[src/hw/rtl/sals_pkg.sv]
`timescale 1ns / 1ps

package sals_pkg;

  // Status codes as they appear on the result beat
  localparam logic [1:0] CODE_INVALID  = 2'd0;
  localparam logic [1:0] CODE_VALID    = 2'd1;
  localparam logic [1:0] CODE_ACCEPTED = 2'd2;
  localparam logic [1:0] CODE_RELEASE  = 2'd3;

  // Sign event codes
  localparam logic [1:0] EV_SETUP   = 2'd1;
  localparam logic [1:0] EV_RELEASE = 2'd2;

  // Register indexes on the configuration port
  localparam int unsigned CFG_IDX_W = 3;
  localparam logic [CFG_IDX_W-1:0] REG_SOURCE_SELECT = 3'd0;
  localparam logic [CFG_IDX_W-1:0] REG_SETUP_TICKS   = 3'd1;
  localparam logic [CFG_IDX_W-1:0] REG_CONFIRM_TICKS = 3'd2;
  localparam logic [CFG_IDX_W-1:0] REG_MAX_SPEED     = 3'd3;
  localparam logic [CFG_IDX_W-1:0] REG_MIN_SPEED     = 3'd4;

  // Register reset values
  localparam logic [15:0] SETUP_TICKS_RST   = 16'd10;
  localparam logic [15:0] CONFIRM_TICKS_RST = 16'd50;
  localparam logic [7:0]  MAX_SPEED_RST     = 8'd120;
  localparam logic [7:0]  MIN_SPEED_RST     = 8'd30;

  localparam logic [15:0] CNT_MAX = 16'hFFFF;

  typedef enum logic [3:0] {
    ST_INVALID  = 4'b0001,
    ST_VALID    = 4'b0010,
    ST_ACCEPTED = 4'b0100,
    ST_RELEASE  = 4'b1000
  } status_t;

  typedef struct packed {
    logic        source_select;
    logic [15:0] setup_ticks;
    logic [15:0] confirm_ticks;
    logic [7:0]  max_speed;
    logic [7:0]  min_speed;
  } sals_cfg_t;

  typedef struct packed {
    logic       feature_enabled;
    logic       acc_active;
    logic       pilot_active;
    logic       sign_active;
    logic [1:0] sign_event;
    logic [7:0] sign_limit;
    logic       nav_valid;
    logic [7:0] nav_limit;
    logic [7:0] cruise_set_speed;
    logic       recommend_mode;
  } sals_in_t;

  typedef struct packed {
    status_t     status_now;
    logic [7:0]  speed_now;
    logic [7:0]  saved_set_speed;
    logic [7:0]  saved_assist_speed;
    logic [7:0]  prior_sign_limit;
    logic [7:0]  prior_nav_limit;
    status_t     status_last_tick;
    status_t     status_before_change;
    logic [15:0] setup_count;
    logic [15:0] release_count;
    logic [15:0] confirm_count;
  } sals_state_t;

  function automatic logic [1:0] status_code(input status_t st);
    logic [1:0] code;
    case (st)
      ST_VALID:    code = CODE_VALID;
      ST_ACCEPTED: code = CODE_ACCEPTED;
      ST_RELEASE:  code = CODE_RELEASE;
      default:     code = CODE_INVALID;
    endcase
    return code;
  endfunction

endpackage

[src/hw/rtl/speed_assist_limit_sequencer_unit.sv]
`timescale 1ns / 1ps

// Speed assist limit sequencer: one input beat per control tick, one result
// beat back for each.
// Input stream (s_axis_*): the tick's enables, sign and map limits, the set
// speed and the recommend flag, packed in a 32-bit tdata.
// Result stream (m_axis_*): assist speed and status code in a 16-bit tdata.
// Configuration: cfg_wen / cfg_index / cfg_wdata write one register per
// cycle (0 source select, 1 setup ticks, 2 confirm ticks, 3 max, 4 min);
// write only while no beat is in flight.
// Each beat passes the input register, then the state update and the result
// register. Throughput is one beat per cycle while results are taken; the
// sequencer state is a single register rewritten as each beat leaves the
// input register, so the next beat sees the updated state.
// Reset (rst, synchronous) clears the sequencer state to invalid with zero
// speeds and counters and loads the register defaults.
// When the receiver stalls the result is held and the input register holds
// one more beat; s_axis_tready drops only when both are full.
module speed_assist_limit_sequencer_unit import sals_pkg::*; (
  input  logic                 clk,
  input  logic                 rst,
  input  logic                 s_axis_tvalid,
  output logic                 s_axis_tready,
  // [0] feature_enabled, [1] acc_active, [2] pilot_active, [3] sign_active,
  // [5:4] sign_event, [13:6] sign_limit, [14] nav_valid, [22:15] nav_limit,
  // [30:23] cruise_set_speed, [31] recommend_mode
  input  logic [31:0]          s_axis_tdata,
  output logic                 m_axis_tvalid,
  input  logic                 m_axis_tready,
  // [7:0] assist_speed, [9:8] assist_status, [15:10] zero
  output logic [15:0]          m_axis_tdata,
  input  logic                 cfg_wen,
  input  logic [CFG_IDX_W-1:0] cfg_index,
  input  logic [15:0]          cfg_wdata
);

  sals_cfg_t   cfg;
  sals_in_t    item;
  logic        item_valid;
  sals_state_t st;
  sals_state_t st_next;
  logic        advance;
  logic [7:0]  out_speed;
  logic [1:0]  out_status;

  // configuration registers
  always_ff @(posedge clk) begin
    if (rst) begin
      cfg.source_select <= 1'b0;
      cfg.setup_ticks   <= SETUP_TICKS_RST;
      cfg.confirm_ticks <= CONFIRM_TICKS_RST;
      cfg.max_speed     <= MAX_SPEED_RST;
      cfg.min_speed     <= MIN_SPEED_RST;
    end else if (cfg_wen) begin
      case (cfg_index)
        REG_SOURCE_SELECT: cfg.source_select <= cfg_wdata[0];
        REG_SETUP_TICKS:   cfg.setup_ticks   <= cfg_wdata;
        REG_CONFIRM_TICKS: cfg.confirm_ticks <= cfg_wdata;
        REG_MAX_SPEED:     cfg.max_speed     <= cfg_wdata[7:0];
        REG_MIN_SPEED:     cfg.min_speed     <= cfg_wdata[7:0];
        default: ;
      endcase
    end
  end

  assign advance       = item_valid && (!m_axis_tvalid || m_axis_tready);
  assign s_axis_tready = !item_valid || advance;

  // input register
  always_ff @(posedge clk) begin
    if (rst) begin
      item_valid <= 1'b0;
    end else if (s_axis_tready) begin
      item_valid <= s_axis_tvalid;
    end
  end

  always_ff @(posedge clk) begin
    if (s_axis_tready && s_axis_tvalid) begin
      item.feature_enabled  <= s_axis_tdata[0];
      item.acc_active       <= s_axis_tdata[1];
      item.pilot_active     <= s_axis_tdata[2];
      item.sign_active      <= s_axis_tdata[3];
      item.sign_event       <= s_axis_tdata[5:4];
      item.sign_limit       <= s_axis_tdata[13:6];
      item.nav_valid        <= s_axis_tdata[14];
      item.nav_limit        <= s_axis_tdata[22:15];
      item.cruise_set_speed <= s_axis_tdata[30:23];
      item.recommend_mode   <= s_axis_tdata[31];
    end
  end

  sals_core u_core (
    .cfg     (cfg),
    .item    (item),
    .st      (st),
    .st_next (st_next)
  );

  // sequencer state
  always_ff @(posedge clk) begin
    if (rst) begin
      st.status_now           <= ST_INVALID;
      st.speed_now            <= 8'd0;
      st.saved_set_speed      <= 8'd0;
      st.saved_assist_speed   <= 8'd0;
      st.prior_sign_limit     <= 8'd0;
      st.prior_nav_limit      <= 8'd0;
      st.status_last_tick     <= ST_INVALID;
      st.status_before_change <= ST_INVALID;
      st.setup_count          <= 16'd0;
      st.release_count        <= 16'd0;
      st.confirm_count        <= 16'd0;
    end else if (advance) begin
      st <= st_next;
    end
  end

  // result register
  always_ff @(posedge clk) begin
    if (rst) begin
      m_axis_tvalid <= 1'b0;
    end else if (advance) begin
      m_axis_tvalid <= 1'b1;
    end else if (m_axis_tready) begin
      m_axis_tvalid <= 1'b0;
    end
  end

  always_ff @(posedge clk) begin
    if (advance) begin
      out_speed  <= st_next.speed_now;
      out_status <= status_code(st_next.status_now);
    end
  end

  assign m_axis_tdata = {6'd0, out_status, out_speed};

`ifndef NO_ASSERTIONS
  // an empty result register never blocks the input side
  a_ready_when_empty: assert property (@(posedge clk) disable iff (rst)
    !m_axis_tvalid |-> s_axis_tready)
    else $error("input stalled with empty result register");

  // every state update produces a result beat
  a_update_gives_result: assert property (@(posedge clk) disable iff (rst)
    advance |=> m_axis_tvalid)
    else $error("state update without result beat");

  // a disengaged function always lands in invalid with zero speed and the setup and release counters cleared
  a_disengaged_invalid: assert property (@(posedge clk) disable iff (rst)
    (advance && (!item.feature_enabled || !item.acc_active || item.pilot_active)) |=>
      (st.status_now == ST_INVALID && st.setup_count == 16'd0 &&
       st.release_count == 16'd0 && st.speed_now == 8'd0))
    else $error("disengaged tick left state active");

  // valid or release results respect the clamp range when it is well formed
  a_clamped_speed: assert property (@(posedge clk) disable iff (rst)
    (m_axis_tvalid && (out_status == CODE_VALID || out_status == CODE_RELEASE) &&
     cfg.min_speed <= cfg.max_speed) |->
      (out_speed <= cfg.max_speed && out_speed >= cfg.min_speed))
    else $error("assist speed outside clamp range");
`endif

endmodule

[src/hw/rtl/sals_core.sv]
`timescale 1ns / 1ps

module sals_core import sals_pkg::*; (
  input  sals_cfg_t   cfg,
  input  sals_in_t    item,
  input  sals_state_t st,
  output sals_state_t st_next
);

  sals_state_t nx;

  always_comb begin
    nx = st;
    if (item.acc_active && !item.pilot_active && item.feature_enabled) begin
      if (!cfg.source_select) begin
        if (item.sign_active) begin
          case (item.sign_event)
            EV_SETUP: begin
              if (item.sign_limit != 8'd0 && st.prior_sign_limit == item.sign_limit) begin
                if (nx.setup_count != CNT_MAX) nx.setup_count = nx.setup_count + 16'd1;
              end else begin
                nx.setup_count = 16'd0;
              end
            end
            EV_RELEASE: begin
              if (item.sign_limit != 8'd0 && item.sign_limit == st.speed_now &&
                  st.prior_sign_limit == item.sign_limit) begin
                if (nx.release_count != CNT_MAX) nx.release_count = nx.release_count + 16'd1;
              end else begin
                nx.release_count = 16'd0;
              end
            end
            default: begin
              nx.setup_count   = 16'd0;
              nx.release_count = 16'd0;
            end
          endcase

          case (nx.status_now)
            ST_INVALID: begin
              nx.confirm_count      = 16'd0;
              nx.speed_now          = 8'd0;
              nx.saved_set_speed    = 8'd0;
              nx.saved_assist_speed = 8'd0;
              if (nx.setup_count == cfg.setup_ticks &&
                  item.sign_limit < item.cruise_set_speed) begin
                nx.status_now      = ST_VALID;
                nx.speed_now       = item.sign_limit;
                nx.saved_set_speed = item.cruise_set_speed;
              end
            end
            ST_VALID: begin
              if (item.recommend_mode && item.cruise_set_speed == nx.speed_now)
                nx.status_now = ST_ACCEPTED;
              if (nx.confirm_count < cfg.confirm_ticks) begin
                nx.confirm_count = nx.confirm_count + 16'd1;
              end else if (nx.status_before_change == ST_INVALID) begin
                nx.status_now = ST_INVALID;
              end else if (nx.status_before_change == ST_ACCEPTED) begin
                nx.status_now = ST_ACCEPTED;
                nx.speed_now  = nx.saved_assist_speed;
              end
            end
            ST_ACCEPTED: begin
              nx.confirm_count = 16'd0;
              if (item.cruise_set_speed != nx.speed_now) begin
                nx.status_now = ST_INVALID;
              end else if (nx.setup_count == cfg.setup_ticks) begin
                if (item.sign_limit < nx.saved_set_speed) begin
                  nx.status_now         = ST_VALID;
                  nx.saved_assist_speed = nx.speed_now;
                  nx.speed_now          = item.sign_limit;
                end else begin
                  nx.status_now = ST_RELEASE;
                end
              end
              if (nx.release_count == cfg.setup_ticks) nx.status_now = ST_RELEASE;
            end
            default: begin
              nx.speed_now = nx.saved_set_speed;
              if (item.recommend_mode && item.cruise_set_speed == nx.speed_now)
                nx.status_now = ST_INVALID;
              if (nx.confirm_count < cfg.confirm_ticks)
                nx.confirm_count = nx.confirm_count + 16'd1;
              else
                nx.status_now = ST_INVALID;
            end
          endcase

          // remember the state we came from on every change
          if (nx.status_last_tick != nx.status_now)
            nx.status_before_change = nx.status_last_tick;
          nx.status_last_tick = nx.status_now;
        end else begin
          nx.setup_count   = 16'd0;
          nx.release_count = 16'd0;
          nx.status_now    = ST_INVALID;
        end
      end else begin
        // map limit is reported only on the tick it changes
        if (item.nav_valid && st.prior_nav_limit != item.nav_limit) begin
          nx.speed_now  = item.nav_limit;
          nx.status_now = ST_VALID;
        end else begin
          nx.status_now = ST_INVALID;
        end
      end
    end else begin
      nx.status_now         = ST_INVALID;
      nx.speed_now          = 8'd0;
      nx.saved_set_speed    = 8'd0;
      nx.saved_assist_speed = 8'd0;
      nx.setup_count        = 16'd0;
      nx.release_count      = 16'd0;
    end

    // with an inverted clamp range, a speed above max goes to max and any other to min
    if (nx.status_now == ST_VALID || nx.status_now == ST_RELEASE) begin
      if (nx.speed_now > cfg.max_speed)
        nx.speed_now = cfg.max_speed;
      else if (nx.speed_now < cfg.min_speed)
        nx.speed_now = cfg.min_speed;
    end

    nx.prior_sign_limit = item.sign_limit;
    nx.prior_nav_limit  = item.nav_limit;
  end

  assign st_next = nx;

endmodule

[config.mk]
export PLATFORM = sky130hd
export DESIGN_NAME = speed_assist_limit_sequencer_unit
export DESIGN_NICKNAME = d
export VERILOG_FILES = /design/src/hw/rtl/sals_pkg.sv /design/src/hw/rtl/speed_assist_limit_sequencer_unit.sv /design/src/hw/rtl/sals_core.sv
export SDC_FILE = /design/constraint.sdc
export NUM_CORES = 1
export LEC_CHECK = 0
export ABC_CLOCK_PERIOD_IN_PS = 8200
export BUFFER_PORTS_ARGS = -buffer_cell sky130_fd_sc_hd__buf_2
export CORE_ASPECT_RATIO = 1.1
export CORE_MARGIN = 3
export CORE_UTILIZATION = 55
export DETAILED_ROUTE_END_ITERATION = 8
export GPL_ROUTABILITY_DRIVEN = 1
export HOLD_SLACK_MARGIN = 0.03
export PLACE_DENSITY = 0.74
export SLEW_MARGIN = 20
export SYNTH_ARGS = -nofsm -noshare
export SYNTH_HDL_FRONTEND = slang
export SYNTH_SLANG_ARGS = --single-unit
export TNS_END_PERCENT = 5
[constraint.sdc]
create_clock -name clk -period 8.2 [get_ports clk]
set_input_delay 1.64 -clock clk [delete_from_list [all_inputs] [get_ports clk]]
set_output_delay 1.64 -clock clk [all_outputs]
set_load 0.05 [all_outputs]
### Word-level counts from Yosys, hierarchy flattened

Index checks and enable logic that the tools add are counted.

| word-level totals | value |
|---|---|
| register bits after elaboration | 193 |
| output and inout port bits | 18 |
| word-level logic and storage cells | 158 |
| bits of input ports | 56 |

| cells by class | value |
|---|---|
| multiplexer cells | 54 |
| equality and inequality tests | 32 |
| bitwise operators | 1 |
| $lt $le $gt $ge | 5 |
| $add $sub $neg | 3 |
| reductions and logical operators | 33 |

Operators by type and width:

| kind | count |
|---|---|
| 2-to-1 mux 16 bit | 14 |
| 2-to-1 mux 8 bit | 11 |
| 2-to-1 mux 12 bit | 7 |
| 2-to-1 mux 32 bit | 2 |
| case mux 16 bit (2 select lines) | 2 |
| adder 16 x 1 -> 16 bit (second input constant) | 3 |
| 2-to-1 mux 48 bit | 1 |
| case mux 12 bit (3 select lines) | 1 |
| == test 16 bit | 2 |
| == test 8 bit | 4 |
| 2-to-1 mux 4 bit | 8 |
| != test 16 bit (second input constant) | 2 |
| 2-to-1 mux 28 bit | 1 |
| < comparator 8 bit | 3 |
| 2-to-1 mux 24 bit | 1 |
| 2-to-1 mux 20 bit | 1 |
| < comparator 16 bit | 1 |
| != test 8 bit | 2 |
| case mux 8 bit (2 select lines) | 1 |
| == test 4 x 3 -> 1 bit (second input constant) | 3 |
| != test 3 bit (second input constant) | 4 |
| AND reduction 2 bit | 6 |
| logical AND 1 bit | 11 |
| AND reduction 5 bit | 2 |
| other kinds (23) | 35 |

### Depth between registers and ports, before layout

Gate-level depths: netlist of run 1.

| depth | value |
|---|---|
| depth in word-level cells | 22 |
| mapped depth | 30 |
| depth with buffers taken out | 26 |

### Cells and area by module

A second synthesis of run 1 with hierarchy kept.

| second synthesis, totals | value |
|---|---|
| cells, all modules | 1827 |
| area, all modules | 14782.9 sq um |

Modules (own cells, without submodules):

| module | times used | area each (sq um) | sequential area each (sq um) | cells an instance |
|---|---|---|---|---|
| speed_assist_limit_sequencer_unit | 1 | 7622.3 | 4284.1 | 697 |
| sals_core | 1 | 7160.6 | 0.0 | 1130 |

### Worst setup path before layout of run 1

No wires, ideal clock.

| timing | value |
|---|---|
| kind | register to register |
| from | reg, netlist name st[32] |
| to | reg out_speed[7], data pin |
| path slack | 2382 ps |
| library setup time | 153 ps |
| stages on the path, launching flop included | 27 |
| data required time | 8047 ps |
| path buffers | 1 |
| arrival | 5664 ps |
| clock period less this slack | 5818 ps |
| cells stage by stage | dfxtp_1 -> ha_1 -> nand3_2 -> nor4_4 -> nand3_2 -> a31oi_2 -> nor4_1 -> or4_4 -> a2111oi_4 -> nand3_4 -> nor3_4 -> a221oi_1 -> a221oi_1 -> ha_1 -> nor2b_1 -> o21a_1 -> o21ai_0 -> nand2b_1 -> a21oi_1 -> o21ai_0 -> o31a_1 -> nor4_1 -> nand4b_1 -> o2111ai_2 -> buf_2 -> nand2_1 -> o21ai_0 |

RTL lines:

| item | RTL line | RTL |
|---|---|---|
| end signal, assigned | speed_assist_limit_sequencer_unit.sv:132 | `out_speed <= st_next.speed_now;` |
| end, declared | speed_assist_limit_sequencer_unit.sv:43 | `logic [7:0] out_speed;` |

==> impl_metrics.py, run 1 <==
metrics = {
    "yosys": {
        "synth_most_common_cell": "nand2_1",
        "ys.flop_type": "dfxtp_1",
        "synth_common_cells": "nand2_1, dfxtp_1, a21oi_1, nor2_1, o21ai_0",
        "synth_seq_cells": 193,
        "yosysWarnings": 0,
        "synthTopCellsByArea": "dfxtp_1, edfxtp_1, nand2_1",
        "syn-cell-area_um2": 12700,
        "synth_top_cell_by_area": "dfxtp_1",
        "yosysTopAreaCellShare_pct": 23.9,
        "netlist_instances": 1611,
        "synthDistinctLibCells": 91,
        "syn_avg_cell_area_um2": 7.86,
        "async_flop_share_pct": 0,
        "synth-edff-count": 42,
        "ys_seq_area_share_pct": 33.9,
    },
    "floorplan": {
        "ioPinCount": 74,
        "die_y_um": 165,
        "start_util_pct": 56.7,
        "rows": 57,
        "die_width_um": 151,
        "die_area_um2": 24900,
        "design.core.area_um2": 22300,
    },
    "cts": {
        "cts_hold_buf": 0,
        "cts_tree": "done",
        "clk_latency_ns": 0.44,
        "clkTransAtPathRegs_ns": 0.08,
        "post-cts-setup-buffers": 0,
        "cts_resized": 0,
        "cts.sinks": 193,
        "numCtsBuffers": 17,
        "h-tree-depth": 4,
        "cts_buffer_depth": 2,
        "clockRootBuffer": "clkbuf_16",
    },
    "sta": {
        "finalCritPeriodShare_pct": 90.9,
        "hold_viol": 0,
        "setup-tns-final_ns": 0,
        "slew_viol_final": 0,
        "hold_ws_ns": 0.458,
        "setup_violations": 0,
        "worstMarginPinSlew_ns": 1.04,
        "slew_headroom_pct": 30.9,
        "rsz0062_at_grt": "false",
        "max_freq_mhz": 134,
        "final.setup_skew_ns": 0.0199,
        "min_period_ns": 7.45,
    },
    "pwr": {
        "power.leakage_nw": 4.88,
        "ir_drop_uv": 133,
        "p_per_area_nw_per_um2": 153,
    },
    "global_routing": {
        "grt_usage_pct": 31.6,
        "grt_max_degree": 91,
        "antenna_found_initial": 0,
        "grt_first_pass_wirelength_mm": 62.6,
        "grt_remaining_overflow": 0,
        "grt_pass1_vias": 11499,
    },
    "worst_setup_path": {
        "reg2reg_to": "out_speed[0]",
        "rrSetupSlack_ns": 0.75,
        "crit_family": "compound AO/OA/AOI/OAI gates",
        "end_kind": "register",
        "timing.rr.start": "st[32]",
        "cpPeakStageDelay_ns": 0.73,
        "path_buf_inv": 0,
        "worstRegToRegCells": 25,
        "path_common_cell": "o21ai_0",
        "worstPathRequired_ns": 8.39,
        "crit_path_start": "st[32]",
        "worst_ep_arrival_time_ns": 7.64,
        "worstSetupPathType": "register to register",
        "start_kind": "register",
        "cp_slowest_cell": "a221oi_1",
        "cp_max_fo": 15,
    },
    "placement": {
        "dp_hpwl_mm": 28.6,
        "portBuffers": 67,
        "place.gp.congestion": 1.01,
    },
    "routing": {
        "drc": 0,
        "antenna_left": 0,
        "vias": 12500,
        "routed_via_density": 6.51,
        "drt_wl_total_mm": 39.6,
        "drt-initial-drc-count": 1231,
        "first_pass_iters": 9,
        "wl_per_cell_um": 20.6,
    },
    "min_path": {
        "hold_path.class": "register to register",
        "min_from": "cfg[16]",
        "holdPathStages": 2,
        "hold_end": "cfg[16]",
    },
    "final_layout": {
        "area_delta_synth_final_pct": 8.00,
        "drive_above_1_share_pct": 9.72,
        "n_fill_cell": 2041,
        "diodes": 0,
        "final_nets": 1717,
    },
    "run": {
        "cap_violations": 0,
    },
    "outcome": {
        "outcome": "completed",
    },
}
[worst min-delay path, cell delays in order, from the launching register on]
cell,delay [ns]
dfxtp_1,0.31
nand2_1,0.05
a21oi_1,0.05
[logic make-up after synthesis]
kind of cell               count (synthesis)  synth area share, %
adders and majority gates                 49                 4.84
and+or+nand+nor                          666                 26.4
DFF                                      193                 33.9
muxes                                     21                 1.69
AOI/OAI and AO/OA                        443                 23.3
buffers and inverters                    178                 5.71
other                                      1               0.0296
xor gates and xnor gates                  60                 4.21
[per-stage QoR]
step / util (%) / cell area (µm²) / power, mW / setup WS, ns / cells
floorplan: - / 12700 / 1.18 / 2.38 / 1616
global placement: 58.5 / 13000 / 1.24 / 1.16 / 1888
detailed placement: 58.5 / 13000 / 1.25 / 0.937 / 1888
CTS: 61.2 / 13700 / 2.10 / 0.941 / 1920
global route: 61.2 / 13700 / 2.17 / 0.205 / 1920
finish: 61.2 / 13700 / 2.10 / 0.748 / 1920
[layout make-up]
cell class                      count  area, µm²  share of cell area, %
Tap cell                          295        369                   2.70
Clock buffer                       19        464                   3.40
Multi-Input combinational cell   1245       7670                   56.1
Inverter                           72        270                   1.98
Sequential cell                   193       4280                   31.3
Timing Repair Buffer               83        458                   3.35
Clock inverter                     13        155                   1.14
[registers in the layout, indices dropped and copies added (netlist names)]
name / cells
st: 100
cfg: 49
item: 32
out_speed: 8
out_status: 2
item_valid: 1
m_axis_tvalid: 1
[how the worst max path moves through the flow]
stage | slack [ns] | end | cells past startpoint
after global routing | 0.20 | out_speed[0] | 26
after global placement | 1.16 | out_speed[0] | 26
after CTS | 0.94 | out_speed[0] | 26
after floorplan | 2.38 | out_speed[7] | 26
final | 0.75 | out_speed[0] | 25
after detailed placement | 0.94 | out_speed[0] | 26
[layout by cell type, fill, tap and decap left out, types with 11 or more instances in the layout]
cell type / instances
a21o_1: 17
mux2i_1: 18
dfxtp_1: 151
xor2_1: 27
edfxtp_1: 42
nand3_1: 45
buf_4: 17
o21ai_0: 82
a221oi_1: 15
and3_1: 16
or3_1: 14
inv_1: 70
buf_2: 66
clkbuf_16: 18
nand2_1: 257
nor2_1: 127
nand3b_1: 19
a31oi_1: 11
nand2b_1: 22
nand4_1: 32
ha_1: 49
nor3_1: 23
a21oi_1: 143
nor2b_1: 24
nor4_1: 16
a22oi_1: 36
xnor2_1: 32
[where the power goes]
| group | leakage, nW | switching, mW | internal (mW) |
|---|---|---|---|
| registers | 1.63 | 0.0308 | 0.993 |
| logic | 2.95 | 0.136 | 0.0674 |
| clock network | 0.304 | 0.430 | 0.440 |
| total | 4.88 | 0.597 | 1.50 |
[metal layers]
layer,GRT usage (%),wire (µm),vias up
li1,-,-,5826
met1,40.9,16400,5907
met2,52.8,18700,629
met3,5.46,2970,138
met4,11.7,1540,0
met5,0,0,-
(Power assumes the default switching activity.)
==> inputs of run 2 (changes only) <==
--- a/config.mk
+++ b/config.mk
@@ -5,7 +5,7 @@
 export SDC_FILE = /design/constraint.sdc
 export NUM_CORES = 1
 export LEC_CHECK = 0
-export ABC_CLOCK_PERIOD_IN_PS = 8200
+export ABC_CLOCK_PERIOD_IN_PS = 6380
 export BUFFER_PORTS_ARGS = -buffer_cell sky130_fd_sc_hd__buf_2
 export CORE_ASPECT_RATIO = 1.1
 export CORE_MARGIN = 3
@@ -13,7 +13,7 @@
 export DETAILED_ROUTE_END_ITERATION = 8
 export GPL_ROUTABILITY_DRIVEN = 1
 export HOLD_SLACK_MARGIN = 0.03
-export PLACE_DENSITY = 0.74
+export PLACE_DENSITY = 0.77
 export SLEW_MARGIN = 20
 export SYNTH_ARGS = -nofsm -noshare
 export SYNTH_HDL_FRONTEND = slang
==> constraint.sdc (replaced) <==
create_clock -name clk -period 6.38 [get_ports clk]
set_input_delay 1.276 -clock clk [delete_from_list [all_inputs] [get_ports clk]]
set_output_delay 1.276 -clock clk [all_outputs]
set_load 0.05 [all_outputs]
==> run 2 against run 1 <==
Compared with the run above: fmax up 23%; die area unchanged; non-clock buffer count grew 58; flip-flop and latch count is the same; global-route usage increased by 1.1 points; cell count grew 3.0%; hold slack worse by 0.00054 ns; combinational power increased by 40%; utilization is 2.2 points higher; critical endpoint is now out_speed[4]; highest routed layer unchanged.
==> impl_metrics.py, run 2 (same netlist as run 1, synthesis figures left out) <==
metrics = {
    "floorplan": {
        "start_util_pct": 56.7,
        "ioPinCount": 74,
        "design.core.area_um2": 22300,
        "die_width_um": 151,
        "rows": 57,
        "die_area_um2": 24900,
        "die_y_um": 165,
    },
    "sta": {
        "final.setup_skew_ns": 0.0120,
        "worst_slack_ns": 0.318,
        "finalCritPeriodShare_pct": 95.0,
        "min_period_ns": 6.06,
        "max_freq_mhz": 165,
        "slew_headroom_pct": 32.2,
        "rsz0062_at_grt": "false",
        "worstMarginPinSlew_ns": 1.01,
        "slew_viol_final": 0,
        "hold_viol": 0,
        "setup_violations": 0,
    },
    "final_layout": {
        "regMostFlops": "st",
        "diodes": 0,
        "n_fill_cell": 1971,
        "final_common_cell": "nand2_1",
        "top_regs": "st: 100 flops, cfg: 49 flops, item: 32 flops",
        "area_delta_synth_final_pct": 11.9,
        "final_nets": 1775,
        "largest_reg_flops": 100,
        "drive_above_1_share_pct": 13.6,
        "final_cell_mix": "nand2_1, dfxtp_1, a21oi_1, nor2_1, o21ai_0",
    },
    "cts": {
        "clockRootBuffer": "clkbuf_16",
        "cts_buffer_depth": 2,
        "cts_hold_buf": 0,
        "numCtsBuffers": 17,
        "clkTransAtPathRegs_ns": 0.08,
        "clk_latency_ns": 0.45,
        "cts_tree": "done",
        "cts.sinks": 193,
        "h-tree-depth": 4,
    },
    "placement": {
        "place.gp.congestion": 1.04,
        "portBuffers": 67,
        "pre_cts_slack_ns": -0.0126,
        "dp_hpwl_mm": 29.9,
    },
    "worst_setup_path": {
        "path_common_cell": "o21ai_0",
        "rrSetupSlack_ns": 0.32,
        "reg2reg_to": "out_speed[4]",
        "start_kind": "register",
        "path_buf_inv": 1,
        "crit_family": "compound AO/OA/AOI/OAI gates",
        "end_kind": "register",
        "cp_slowest_cell": "or4_4",
        "worstSetupPathType": "register to register",
        "timing.rr.start": "st[33]",
        "worstPathRequired_ns": 6.67,
        "worstRegToRegCells": 26,
        "cp_max_fo": 7,
        "worst_ep_arrival_time_ns": 6.35,
        "cpPeakStageDelay_ns": 0.56,
    },
    "global_routing": {
        "grt_remaining_overflow": 0,
        "grt_pass1_vias": 11724,
        "grt_usage_pct": 32.7,
        "antenna_found_initial": 0,
        "grt_max_degree": 80,
        "grt_first_pass_wirelength_mm": 64.2,
    },
    "routing": {
        "drt_wl_total_mm": 41.0,
        "wl_per_cell_um": 20.7,
        "drc": 0,
        "first_pass_iters": 5,
        "vias": 12767,
        "drt-initial-drc-count": 1358,
        "antenna_left": 0,
        "routed_via_density": 6.45,
    },
    "outcome": {
        "outcome": "completed",
    },
    "pwr": {
        "power.leakage_nw": 5.17,
        "p_per_area_nw_per_um2": 191,
        "ir_drop_uv": 161,
        "power_mw": 2.71,
    },
    "min_path": {
        "hold_path.class": "register to register",
        "min_from": "cfg[18]",
        "holdPathStages": 2,
        "hold_end": "cfg[18]",
    },
    "run": {
        "cap_violations": 0,
    },
}
run 2: cell types whose count changed in the layout (fill, tap and decap cells not counted), moves of 2 or more:
cell | before | now
buf_4 | 17 | 74
a221oi_1 | 15 | 9
a221oi_2 | 0 | 6
nor2_1 | 127 | 124
nor2_2 | 0 | 3
clkinv_4 | 0 | 2
inv_6 | 4 | 2
nor4_1 | 16 | 14
nor4_2 | 6 | 8
run 2: cell type report:
| class | count | area [µm²] | area share, % |
|---|---|---|---|
| clock buffers | 18 | 450 | 3.18 |
| inverters | 72 | 270 | 1.91 |
| clock inverters | 14 | 160 | 1.13 |
| flip-flops and latches | 193 | 4280 | 30.3 |
| multi-input cells | 1245 | 7730 | 54.6 |
| well taps | 295 | 369 | 2.61 |
| repair buffers | 141 | 897 | 6.34 |
run 2: repair_timing:
item | in CTS | in global routing
buffers inserted | 0 | 11
pin swaps | 0 | 5
resized for setup | 4 | 10
endpoints found under the setup margin | 14 | 16
run 2: report_power, final:
part / internal, mW / switching, mW
clock: 0.552 / 0.563
combinational: 0.0961 / 0.189
sequential: 1.28 / 0.0306
run 2: routing by layer:
metal	global-route usage [%]	routed length, µm	up-vias
li1	-	-	5936
met1	42.2	16500	5986
met2	54.0	19200	682
met3	4.69	3180	163
met4	15.5	2100	0
met5	0	0	-
run 2: stage by stage:
stage | TNS, ns | area, µm² | std cells | hold WS, ns | util (%)
2_1_floorplan | 0 | 12700 | 1616 | 0.436 | -
3_3_place_gp | 0 | 13400 | 1935 | 0.444 | 60.0
3_5_place_dp | -0.0279 | 13400 | 1935 | 0.446 | 60.0
4_1_cts | 0 | 14000 | 1967 | 0.458 | 62.9
5_1_grt | 0 | 14200 | 1978 | 0.477 | 63.4
6_report | 0 | 14200 | 1978 | 0.457 | 63.4
run 2: how the worst max path moves through the flow:
stage | startpoint | end | depth (start not counted)
2_1_floorplan | st[32] | out_speed[7] | 26
3_3_place_gp | st[33] | out_speed[6] | 25
3_5_place_dp | st[33] | out_speed[4] | 27
4_1_cts | st[33] | out_speed[4] | 25
5_1_grt | st[33] | out_speed[4] | 27
6_report | st[33] | out_speed[4] | 26
run 2: worst reg2reg max path: cells and delay by family (launching register included):
family / cells / cell delay (ns)
adders and majority gates: 2 / 0.63
AOI/OAI and AO/OA: 13 / 2.59
buffers and inverters: 1 / 0.19
and+or+nand+nor: 10 / 2.00
DFF: 1 / 0.46
==> inputs of run 3 (changes only) <==
--- a/config.mk
+++ b/config.mk
@@ -5,15 +5,16 @@
 export SDC_FILE = /design/constraint.sdc
 export NUM_CORES = 1
 export LEC_CHECK = 0
+export ABC_AREA = 1
 export ABC_CLOCK_PERIOD_IN_PS = 6380
-export BUFFER_PORTS_ARGS = -buffer_cell sky130_fd_sc_hd__buf_2
 export CORE_ASPECT_RATIO = 1.1
 export CORE_MARGIN = 3
 export CORE_UTILIZATION = 55
 export DETAILED_ROUTE_END_ITERATION = 8
+export DONT_BUFFER_PORTS = 1
 export GPL_ROUTABILITY_DRIVEN = 1
 export HOLD_SLACK_MARGIN = 0.03
-export PLACE_DENSITY = 0.77
+export PLACE_DENSITY = 0.74
 export SLEW_MARGIN = 20
 export SYNTH_ARGS = -nofsm -noshare
 export SYNTH_HDL_FRONTEND = slang
==> run 3 against run 2 <==
Compared with the run above: die area shrank 7.9%; sequential power about the same; critical path type unchanged; flip-flop and latch count is the same; via count is 13% lower; critical path depth increased by 6; wire length down 23%; register-to-register slack better by 0.57 ns.
==> impl_metrics.py, run 3 <==
metrics = {
    "floorplan": {
        "die_area_um2": 22900,
        "start_util_pct": 56.3,
        "rows": 55,
        "die_y_um": 158,
        "design.core.area_um2": 20600,
        "ioPinCount": 74,
        "die_width_um": 145,
    },
    "sta": {
        "worstMarginPinSlew_ns": 1.08,
        "hold_ws_ns": 0.462,
        "max_freq_mhz": 182,
        "rsz0062_at_grt": "false",
        "finalCritPeriodShare_pct": 86.0,
        "slew_headroom_pct": 27.5,
        "final.setup_skew_ns": 0.0209,
        "slew_viol_final": 0,
        "setup_violations": 0,
        "min_period_ns": 5.49,
        "hold_viol": 0,
        "setup-tns-final_ns": 0,
    },
    "final_layout": {
        "n_fill_cell": 1976,
        "final_nets": 1757,
        "drive_above_1_share_pct": 6.07,
        "regMostFlops": "st",
        "final_cell_mix": "nand2_1, a21oi_1, inv_1, dfxtp_1, nor2_1",
        "top_regs": "st: 100 flops, cfg: 49 flops, item: 32 flops",
        "final_common_cell": "nand2_1",
        "area_delta_synth_final_pct": 6.19,
        "diodes": 0,
        "fin_cells": 1921,
        "largest_reg_flops": 100,
    },
    "routing": {
        "routed_via_density": 5.76,
        "drt-initial-drc-count": 891,
        "drc": 0,
        "first_pass_iters": 5,
        "wl_per_cell_um": 16.5,
        "vias": 11063,
        "drt_wl_total_mm": 31.7,
        "antenna_left": 0,
    },
    "placement": {
        "dp_hpwl_mm": 23.7,
        "place.gp.congestion": 0.944,
        "dp_cells": 1889,
        "portBuffers": 0,
    },
    "cts": {
        "cts_hold_buf": 0,
        "cts_tree": "done",
        "cts_buffer_depth": 2,
        "h-tree-depth": 4,
        "cts_resized": 0,
        "clockRootBuffer": "clkbuf_16",
        "numCtsBuffers": 17,
        "clkTransAtPathRegs_ns": 0.07,
        "cts.sinks": 193,
        "post-cts-setup-buffers": 0,
        "clk_latency_ns": 0.45,
    },
    "yosys": {
        "ys_seq_area_share_pct": 36.9,
        "netlist_instances": 1673,
        "synthTopCellsByArea": "dfxtp_1, nand2_1, edfxtp_1",
        "async_flop_share_pct": 0,
        "yosysWarnings": 0,
        "synthDistinctLibCells": 51,
        "syn-cell-area_um2": 11600,
        "synth_top_cell_by_area": "dfxtp_1",
        "yosysTopAreaCellShare_pct": 26.0,
        "ys.flop_type": "dfxtp_1",
        "syn_avg_cell_area_um2": 6.94,
        "synth-edff-count": 42,
        "synth_common_cells": "nand2_1, a21oi_1, inv_1, dfxtp_1, nor2_1",
        "synth_seq_cells": 193,
        "synth_most_common_cell": "nand2_1",
    },
    "worst_setup_path": {
        "worst_ep_arrival_time_ns": 5.69,
        "start_kind": "register",
        "cpPeakStageDelay_ns": 0.50,
        "cp_slowest_cell": "edfxtp_1",
        "worstPathRequired_ns": 6.58,
        "cp_max_fo": 10,
        "end_kind": "register",
        "worstRegToRegCells": 32,
        "crit_family": "simple AND/OR/NAND/NOR gates",
        "path_depth": 32,
        "path_common_cell": "nand2_1",
        "path_buf_inv": 2,
        "worstSetupPathType": "register to register",
    },
    "run": {
        "cap_violations": 0,
    },
    "pwr": {
        "p_per_area_nw_per_um2": 214,
        "ir_drop_uv": 189,
        "power.leakage_nw": 5.17,
    },
    "outcome": {
        "outcome": "completed",
    },
    "min_path": {
        "holdPathStages": 2,
        "hold_path.class": "register to register",
    },
    "global_routing": {
        "grt_usage_pct": 27.7,
        "grt_max_degree": 78,
        "grt_first_pass_wirelength_mm": 50.6,
        "met2_usage_pct": 46.3,
        "grt_remaining_overflow": 0,
        "grt_pass1_vias": 10088,
        "busiest_layer": "met2",
        "met1_usage_pct": 34.6,
        "antenna_found_initial": 0,
        "grt_util_met3_pct": 4.21,
    },
}
==> run 3: changes by cell type after synthesis, sizes merged, moves of 18 or more <==
cell	before	now
nand2b	22	0
nor2b	24	0
a21oi	144	186
mux2i	18	0
clkbuf	76	38
nand2	257	464
inv	70	184
nand3b	19	1
xnor2	32	9
nand3	49	130
a22oi	36	1
==> run 3: power by group <==
group          internal [mW]  leakage, nW  switching, mW
sequential              1.29         1.64         0.0493
clock                  0.514        0.272          0.516
combinational         0.0793         3.27          0.189
==> run 3: layout make-up <==
| type | instances | area [µm²] | share of cell area [%] |
|---|---|---|---|
| Clock buffer | 18 | 429 | 3.48 |
| Clock inverter | 14 | 120 | 0.974 |
| Inverter | 189 | 709 | 5.75 |
| Multi-Input combinational cell | 1238 | 6370 | 51.7 |
| Sequential cell | 193 | 4280 | 34.7 |
| Tap cell | 256 | 320 | 2.60 |
| Timing Repair Buffer | 13 | 97.6 | 0.791 |
==> run 3: path summary, 6_finish.rpt <==
kind	from	end	slack, ns
setup / recovery	item[25]	out_speed[2]	0.89
hold / removal	st[48]	st[48]	0.46
setup reg to reg	item[25]	out_speed[2]	0.89
hold reg to reg	st[48]	st[48]	0.46
==> run 3: layer usage <==
metal | share of wire (%) | routed length (µm) | vias to the layer above
met1 | 42 | 13300 | 5083
met3 | 5.0 | 1590 | 111
li1 | - | - | 5502
met5 | 0 | 0 | -
met2 | 48 | 15200 | 367
met4 | 5.1 | 1610 | 0
==> run 3: cell families after synthesis <==
| family | count (synthesis) | share of synthesized area [%] |
|---|---|---|
| AOI/OAI and AO/OA | 350 | 16.6 |
| xor gates and xnor gates | 37 | 2.79 |
| adders and majority gates | 49 | 5.28 |
| buffers and inverters | 247 | 8.51 |
| DFF | 193 | 36.9 |
| other | 1 | 0.0323 |
| and+or+nand+nor | 796 | 29.9 |
==> run 3: worst reg2reg max path: cells and delay by family (launching register included) <==
kind / cells / cell delay, ns
and+or+nand+nor: 23 / 2.79
adders and majority gates: 1 / 0.36
AOI/OAI and AO/OA: 6 / 1.28
DFF: 1 / 0.50
buffers and inverters: 2 / 0.32
==> run 3: through the flow <==
step / area (µm²) / setup slack (ns) / utilization [%] / total power, mW
floorplan: 11600 / 1.72 / - / 1.57
finish: 12300 / 0.893 / 59.7 / 2.64
global placement: 11800 / 1.11 / 57.1 / 1.63
detailed placement: 11800 / 1.07 / 57.1 / 1.63
CTS: 12300 / 0.967 / 59.7 / 2.65
global route: 12300 / 0.267 / 59.7 / 2.73
